===== src/design/nnd_pkg.sv =====
// Shared constants, types and helpers for the nearest-neighbor image downscaler.
// No dependencies; used by nnd_div and nearest_neighbor_image_downscaler.
package nnd_pkg;

  localparam int SIDE_BITS    = 16;
  localparam int PIXEL_BITS   = 32;
  localparam int ACC_BITS     = 2 * SIDE_BITS;
  localparam int CFG_IDX_BITS = 2;

  localparam logic [SIDE_BITS-1:0] SIDE_MAX = {SIDE_BITS{1'b1}};

  // configuration register indexes
  localparam logic [CFG_IDX_BITS-1:0] REG_SOURCE_WIDTH  = 2'd0;
  localparam logic [CFG_IDX_BITS-1:0] REG_SOURCE_HEIGHT = 2'd1;
  localparam logic [CFG_IDX_BITS-1:0] REG_SIDE_LIMIT    = 2'd2;

  localparam logic [SIDE_BITS-1:0] RESET_SOURCE_WIDTH  = 16'd512;
  localparam logic [SIDE_BITS-1:0] RESET_SOURCE_HEIGHT = 16'd512;
  localparam logic [SIDE_BITS-1:0] RESET_SIDE_LIMIT    = 16'd0;

  typedef enum logic [5:0] {
    ST_SIZE   = 6'b000001,
    ST_W_GO   = 6'b000010,
    ST_W_WAIT = 6'b000100,
    ST_H_GO   = 6'b001000,
    ST_H_WAIT = 6'b010000,
    ST_RUN    = 6'b100000
  } size_state_t;

  // a zero dimension counts as one
  function automatic logic [SIDE_BITS-1:0] side_or_one(input logic [SIDE_BITS-1:0] v);
    side_or_one = (v == '0) ? SIDE_BITS'(1) : v;
  endfunction

  // clamp a scaled side into [1, SIDE_MAX]
  function automatic logic [SIDE_BITS-1:0] clamp_side(input logic [ACC_BITS-1:0] q);
    if (q == '0) begin
      clamp_side = SIDE_BITS'(1);
    end else if (q > ACC_BITS'(SIDE_MAX)) begin
      clamp_side = SIDE_MAX;
    end else begin
      clamp_side = q[SIDE_BITS-1:0];
    end
  endfunction

endpackage


===== src/design/nnd_div.sv =====
// Restoring divider, one quotient bit per cycle, for the output size setup.
// Depends on nnd_pkg for widths.
module nnd_div (
  input  logic                          clk,
  input  logic                          rst,
  input  logic                          start,
  input  logic [nnd_pkg::ACC_BITS-1:0]  dividend,
  input  logic [nnd_pkg::SIDE_BITS-1:0] divisor,
  output logic                          done,
  output logic [nnd_pkg::ACC_BITS-1:0]  quotient
);

  localparam int CNT_BITS = $clog2(nnd_pkg::ACC_BITS);

  logic                          busy;
  logic [CNT_BITS-1:0]           count;
  logic [nnd_pkg::SIDE_BITS-1:0] rem;
  logic [nnd_pkg::SIDE_BITS-1:0] dvsr;
  logic [nnd_pkg::ACC_BITS-1:0]  quo;
  logic [nnd_pkg::SIDE_BITS:0]   trial;
  logic                          fits;
  logic [nnd_pkg::SIDE_BITS:0]   trial_sub;

  assign trial     = {rem, quo[nnd_pkg::ACC_BITS-1]};
  assign fits      = trial >= {1'b0, dvsr};
  assign trial_sub = trial - {1'b0, dvsr};
  assign quotient  = quo;

  always_ff @(posedge clk) begin
    if (rst) begin
      busy  <= 1'b0;
      done  <= 1'b0;
      count <= '0;
    end else begin
      done <= 1'b0;
      if (start) begin
        busy  <= 1'b1;
        count <= '0;
      end else if (busy) begin
        count <= count + CNT_BITS'(1);
        if (count == CNT_BITS'(nnd_pkg::ACC_BITS - 1)) begin
          busy <= 1'b0;
          done <= 1'b1;
        end
      end
    end
  end

  // datapath: remainder stays below the divisor, so it fits in SIDE_BITS
  always_ff @(posedge clk) begin
    if (start) begin
      quo  <= dividend;
      rem  <= '0;
      dvsr <= divisor;
    end else if (busy) begin
      quo <= {quo[nnd_pkg::ACC_BITS-2:0], fits};
      rem <= fits ? trial_sub[nnd_pkg::SIDE_BITS-1:0] : trial[nnd_pkg::SIDE_BITS-1:0];
    end
  end

endmodule


===== src/design/nearest_neighbor_image_downscaler.sv =====
// Nearest-neighbor downscaler: one source pixel per cycle while pixel_ready is high,
// kept pixels out with dest coords; result_valid rises in the cycle after the accept.
// After reset and after every config write to a defined register the output size is set up
// first, directly when no scaling applies, else by two 32-step divides; pixel_ready held low.
// Reset is synchronous: config returns to 512x512 with no limit, all counters clear.
// Depends on nnd_pkg and nnd_div.
module nearest_neighbor_image_downscaler (
  input  logic                              clk,
  input  logic                              rst,
  input  logic                              cfg_valid,
  output logic                              cfg_ready,
  input  logic [nnd_pkg::CFG_IDX_BITS-1:0]  cfg_index,
  input  logic [nnd_pkg::SIDE_BITS-1:0]     cfg_data,
  input  logic                              pixel_valid,
  output logic                              pixel_ready,
  input  logic [nnd_pkg::PIXEL_BITS-1:0]    source_pixel,
  output logic                              result_valid,
  input  logic                              result_ready,
  output logic [nnd_pkg::PIXEL_BITS-1:0]    kept_pixel,
  output logic [nnd_pkg::SIDE_BITS-1:0]     dest_x,
  output logic [nnd_pkg::SIDE_BITS-1:0]     dest_y,
  output logic                              frame_last
);

  localparam int SB = nnd_pkg::SIDE_BITS;
  localparam int AB = nnd_pkg::ACC_BITS;

  // configuration
  logic [SB-1:0] src_width;
  logic [SB-1:0] src_height;
  logic [SB-1:0] side_limit;
  logic          cfg_write;
  logic          cfg_hit;

  // size setup
  nnd_pkg::size_state_t state;
  logic [SB-1:0] w_eff;
  logic [SB-1:0] h_eff;
  logic [SB-1:0] major_side;
  logic          no_scale;
  logic [AB-1:0] product;
  logic [AB-1:0] div_dividend;
  logic          div_start;
  logic          div_done;
  logic [AB-1:0] div_quotient;
  logic [SB-1:0] out_width;
  logic [SB-1:0] out_height;

  // frame walk
  logic [SB-1:0] src_col;
  logic [SB-1:0] src_row;
  logic [SB-1:0] dst_col;
  logic [SB-1:0] dst_row;
  logic [AB-1:0] col_acc;
  logic [AB-1:0] row_acc;
  logic [AB-1:0] col_lim;   // (src_col + 1) * out_width
  logic [AB-1:0] row_lim;   // (src_row + 1) * out_height
  logic          accept;
  logic          col_hit;
  logic          row_hit;
  logic          col_end;
  logic          row_end;
  logic          last_hit;

  assign cfg_ready = 1'b1;
  assign cfg_write = cfg_valid & cfg_ready;
  assign cfg_hit   = cfg_write && (cfg_index == nnd_pkg::REG_SOURCE_WIDTH ||
                                   cfg_index == nnd_pkg::REG_SOURCE_HEIGHT ||
                                   cfg_index == nnd_pkg::REG_SIDE_LIMIT);

  always_ff @(posedge clk) begin
    if (rst) begin
      src_width  <= nnd_pkg::RESET_SOURCE_WIDTH;
      src_height <= nnd_pkg::RESET_SOURCE_HEIGHT;
      side_limit <= nnd_pkg::RESET_SIDE_LIMIT;
    end else if (cfg_write) begin
      case (cfg_index)
        nnd_pkg::REG_SOURCE_WIDTH:  src_width  <= cfg_data;
        nnd_pkg::REG_SOURCE_HEIGHT: src_height <= cfg_data;
        nnd_pkg::REG_SIDE_LIMIT:    side_limit <= cfg_data;
        default: ;
      endcase
    end
  end

  assign w_eff        = nnd_pkg::side_or_one(src_width);
  assign h_eff        = nnd_pkg::side_or_one(src_height);
  assign major_side   = (w_eff > h_eff) ? w_eff : h_eff;
  assign no_scale     = (side_limit == '0) || (major_side <= side_limit);
  assign div_dividend = product + AB'(major_side >> 1);
  assign div_start    = (state == nnd_pkg::ST_W_GO) || (state == nnd_pkg::ST_H_GO);

  nnd_div u_div (
    .clk      (clk),
    .rst      (rst),
    .start    (div_start),
    .dividend (div_dividend),
    .divisor  (major_side),
    .done     (div_done),
    .quotient (div_quotient)
  );

  always_ff @(posedge clk) begin
    if (rst || cfg_hit) begin
      state <= nnd_pkg::ST_SIZE;
    end else begin
      case (state)
        nnd_pkg::ST_SIZE: begin
          if (no_scale) begin
            out_width  <= w_eff;
            out_height <= h_eff;
            state      <= nnd_pkg::ST_RUN;
          end else begin
            product <= AB'(w_eff) * AB'(side_limit);
            state   <= nnd_pkg::ST_W_GO;
          end
        end
        nnd_pkg::ST_W_GO: state <= nnd_pkg::ST_W_WAIT;
        nnd_pkg::ST_W_WAIT: begin
          if (div_done) begin
            out_width <= nnd_pkg::clamp_side(div_quotient);
            product   <= AB'(h_eff) * AB'(side_limit);
            state     <= nnd_pkg::ST_H_GO;
          end
        end
        nnd_pkg::ST_H_GO: state <= nnd_pkg::ST_H_WAIT;
        nnd_pkg::ST_H_WAIT: begin
          if (div_done) begin
            out_height <= nnd_pkg::clamp_side(div_quotient);
            state      <= nnd_pkg::ST_RUN;
          end
        end
        nnd_pkg::ST_RUN: ;
        default: state <= nnd_pkg::ST_SIZE;
      endcase
    end
  end

  assign pixel_ready = (state == nnd_pkg::ST_RUN) && (!result_valid || result_ready);
  assign accept      = pixel_valid & pixel_ready;

  // dest column d maps to source floor(d*w/ow); hit when col_acc falls in this column's span
  assign col_hit  = (dst_col < out_width) && (col_acc < col_lim);
  assign row_hit  = (dst_row < out_height) && (row_acc < row_lim);
  assign col_end  = ({1'b0, src_col} + 17'd1) >= {1'b0, w_eff};
  assign row_end  = ({1'b0, src_row} + 17'd1) >= {1'b0, h_eff};
  assign last_hit = ({1'b0, dst_col} + 17'd1 == {1'b0, out_width}) &&
                    ({1'b0, dst_row} + 17'd1 == {1'b0, out_height});

  always_ff @(posedge clk) begin
    if (rst || cfg_hit || state == nnd_pkg::ST_SIZE || state == nnd_pkg::ST_H_WAIT) begin
      src_col <= '0;
      src_row <= '0;
      dst_col <= '0;
      dst_row <= '0;
      col_acc <= '0;
      row_acc <= '0;
      col_lim <= '0;
      row_lim <= '0;
      if (state == nnd_pkg::ST_H_WAIT && div_done && !rst && !cfg_hit) begin
        col_lim <= AB'(out_width);
        row_lim <= AB'(nnd_pkg::clamp_side(div_quotient));
      end else if (state == nnd_pkg::ST_SIZE && no_scale && !rst && !cfg_hit) begin
        col_lim <= AB'(w_eff);
        row_lim <= AB'(h_eff);
      end
    end else if (accept) begin
      if (col_end) begin
        src_col <= '0;
        dst_col <= '0;
        col_acc <= '0;
        col_lim <= AB'(out_width);
        if (row_end) begin
          src_row <= '0;
          dst_row <= '0;
          row_acc <= '0;
          row_lim <= AB'(out_height);
        end else begin
          src_row <= src_row + SB'(1);
          row_lim <= row_lim + AB'(out_height);
          if (row_hit) begin
            dst_row <= dst_row + SB'(1);
            row_acc <= row_acc + AB'(h_eff);
          end
        end
      end else begin
        src_col <= src_col + SB'(1);
        col_lim <= col_lim + AB'(out_width);
        if (col_hit) begin
          dst_col <= dst_col + SB'(1);
          col_acc <= col_acc + AB'(w_eff);
        end
      end
    end
  end

  // result register
  always_ff @(posedge clk) begin
    if (rst) begin
      result_valid <= 1'b0;
    end else if (accept && col_hit && row_hit) begin
      result_valid <= 1'b1;
    end else if (result_ready) begin
      result_valid <= 1'b0;
    end
  end

  always_ff @(posedge clk) begin
    if (accept && col_hit && row_hit) begin
      kept_pixel <= source_pixel;
      dest_x     <= dst_col;
      dest_y     <= dst_row;
      frame_last <= last_hit;
    end
  end

endmodule

===== config.mk =====
export PLATFORM = sky130hd
export DESIGN_NAME = nearest_neighbor_image_downscaler
export DESIGN_NICKNAME = d
export VERILOG_FILES = /design/src/design/nnd_pkg.sv /design/src/design/nnd_div.sv /design/src/design/nearest_neighbor_image_downscaler.sv
export SDC_FILE = /design/constraint.sdc
export NUM_CORES = 2
export LEC_CHECK = 0
export BUFFER_PORTS_ARGS = -buffer_cell sky130_fd_sc_hd__buf_4
export CORE_MARGIN = 2
export CORE_UTILIZATION = 35
export CTS_CLUSTER_SIZE = 8
export DETAILED_ROUTE_END_ITERATION = 10
export GPL_TIMING_DRIVEN = 0
export PLACE_DENSITY = 0.61
export SLEW_MARGIN = 10
export SYNTH_ARGS = -nofsm -noshare
export SYNTH_HDL_FRONTEND = slang
export SYNTH_SLANG_ARGS = --single-unit

===== constraint.sdc =====
create_clock -name clk -period 16.2 [get_ports clk]
set_input_delay 0 -clock clk [delete_from_list [all_inputs] [get_ports clk]]
set_output_delay 0 -clock clk [all_outputs]
set_load 0.02 [all_outputs]

==> metrics <==
status finished, final reports clean; Synthesized Nets 6,027; syn avg cell area 8.704 um2; final setup TNS 0 ns; fin crit share 0.6077; Final Hold Fails 0; Pleak 22.02 nW; startpoint types flip-flop; number of synthesized flops with an enable pin 241; pin count of the biggest net entering global routing 35; Total Routed Length 149,600 um; clk slew on worst S/H paths 0.05 ns; VDD IR max 0.06864 mV; Synth Area in XOR/XNOR 0.04823; Die Y 360.5 um; final core utilization 0.3979; Max clock buf depth 3; Mapped Cells 5,111; Sink Count 447; most frequent cells in the layout 665 x nand2_1, 635 x inv_1, 467 x ha_1, 462 x nor2_1, 394 x fa_1; Worst Path Required 16.52 ns; Final ANT Viol Nets 0; first-pass detailed-route iteration total 6; MaxCap Viol Count 0; DRC 0; Core Box Area 0.1259 mm2; Wirelength per Cell 21.18 um; final hold slack 0.1004 ns; reg2reg path depth 24; post-route insts no fill 7,063; GRT Total Usage 0.2276; Worst-Margin Slew 1.268 ns; FP Rows 130; Worst Hold Depth 2; setup violators final 0; mux share of post-synthesis cell area 0.009731; worst skew pair latency 0.62 ns; Worst Clk Skew 0.03258 ns; Placed Cells 6,890; post-synth cell types 99; Cell Area, Synth 0.04449 mm2; crit path max fanout 11; Syn. warnings 0; ys async rst share 0; pwr dens 73.19 mW/mm2; CTS Buf Count 66; most common cell after layout, fill and taps aside nand2_1; worst min path class in2reg; first-pass GRT wire length 227,600 um; Synth Area in Compound Gates 0.1329; register bit total from synthesis 447; Vias 38,270; Final Max Slew Viols 0; max frequency 101.6 MHz; die width 360.5 um; crit path DAT 10.17 ns; DR iter-0 viols 3,455; min cycle time layout 9.844 ns; die footprint 0.1300 mm2; Vias/cell 5.419; Rel. slew slack 0.1544; adder-cell share of the synthesized area 0.3086; Syn-to-layout area delta 12.60%; vias in the first global route 37,670; total design power 3.666 mW; total congestion overflow 0; clk root buf clkbuf_16; Simple-Gate Fraction of Synth Area 0.1673; critical path capture point type flip-flop; GP Congestion 0.9686; # port buffers 121; initial antenna violation count 5; layout cell share with drive strength beyond 1 0.05395; total I/O pin count 123; CTS resizes 0; largest family of logic cells by synthesized area adder cells; register area share after synthesis 0.2554; unrepaired setup endpoints after global routing no; Fillers 12,750; Top FF cell, synth edfxtp_1; Layout Nets 6,282; H-tree Lvls 3; initial core utilization 0.3534; CP Class reg2reg; CTS tree built; HPWL Detailed 118,700 um
[stage by stage]
| step | instance area, um2 | setup slack, ns |
|---|---|---|
| floorplan | 44490 | 8.600 |
| global placement | 47460 | 3.703 |
| detailed placement | 47600 | 6.640 |
| CTS | 50080 | 6.606 |
| global route | 50090 | 6.379 |
| finish | 50090 | 6.356 |
[logic make-up after synthesis]
logic type                 count (synthesis)
AOI/OAI and AO/OA                        963
and+or+nand+nor                         1643
xor gates and xnor gates                 245
other                                      1
adders and majority gates                861
DFF                                      447
buffers and inverters                    908
muxes                                     43
[layer usage]
metal | wire, um | vias up | GRT usage
li1 | - | 17670 | -
met1 | 61590 | 18600 | 0.2925
met2 | 67580 | 1603 | 0.3701
met3 | 12090 | 390 | 0.03660
met4 | 8300 | 2 | 0.1151
met5 | 13 | - | 0
[timing repair]
action,in CTS,in global routing
endpoints found under the hold margin,87,0
setup buffers,0,0
hold buffers,58,0
[cells in the mapped netlist (27+ instances only)]
| cell type | count | area, um2 |
|---|---|---|
| a21o_1 | 77 | 578.1 |
| a21oi_1 | 296 | 1481 |
| a31oi_1 | 27 | 168.9 |
| and2_1 | 37 | 231.5 |
| and3_1 | 44 | 275.3 |
| buf_2 | 27 | 135.1 |
| clkbuf_1 | 199 | 747.0 |
| dfxtp_1 | 206 | 4124 |
| edfxtp_1 | 241 | 7237 |
| fa_1 | 394 | 7888 |
| ha_1 | 467 | 5843 |
| inv_1 | 637 | 2391 |
| mux2i_1 | 41 | 410.4 |
| nand2_1 | 666 | 2500 |
| nand3_1 | 89 | 445.4 |
| nand4_1 | 59 | 369.1 |
| nor2_1 | 464 | 1742 |
| nor2b_1 | 43 | 269.0 |
| nor3_1 | 67 | 335.3 |
| nor4_1 | 44 | 275.3 |
| o21a_1 | 35 | 262.8 |
| o21ai_0 | 252 | 1261 |
| o21ai_1 | 53 | 265.3 |
| xnor2_1 | 165 | 1445 |
| xor2_1 | 80 | 700.7 |
[final timing paths]
kind                        start  slack, ns             end
hold / removal    source_pixel[8]       0.10   kept_pixel[8]
setup reg to reg   src_height[12]       6.36  out_height[13]
hold reg to reg       row_acc[31]       0.46     row_acc[31]
setup / recovery   src_height[12]       6.36  out_height[13]
[area by class of cell]
cell class,instances,area (um2),area share
clock inverters,6,75.07,0.001499
diodes,1,2.502,0.00004996
repair buffers,187,1598,0.03190
multi-input cells,3756,29700,0.5930
inverters,662,2485,0.04961
clock buffers,108,1829,0.03652
flip-flops and latches,447,11360,0.2268
well taps,1650,2064,0.04121
plain buffers,246,973.4,0.01943
[worst max-delay path, cell delays in order (launching register included)]
cell and delay [ns]:
dfxtp_1 0.30, clkbuf_1 0.78, nor3_1 0.11, a41oi_1 0.98
clkinv_1 1.03, ha_1 0.62, nand4_1 0.11, nor4_1 0.28
a21oi_1 0.06, o21ai_0 0.11, buf_2 0.37, buf_2 0.42
mux2i_1 0.79, ha_1 0.39, a21o_1 0.17, a21o_1 0.17
a21o_1 0.17, a21oi_1 0.16, o21ai_0 0.17, o21ai_0 0.70
nor2_1 0.23, a2111oi_2 0.76, buf_2 0.29, buf_2 0.19
buf_4 0.16
[report_power, final]
part | internal, mW | switching (mW) | total [mW]
clock | 0.770 | 0.540 | 1.31
combinational | 0.375 | 0.608 | 0.983
sequential | 1.30 | 0.0782 | 1.37
total | 2.44 | 1.23 | 3.67
[registers in the layout (all words and copies together) (netlist names), 32 cells and up]
signal / cells
kept_pixel: 32
product: 32
u_div.quotient: 32
row_lim: 32
col_acc: 32
row_acc: 32
col_lim: 32
Note: power is estimated with default switching activity, not from simulation.
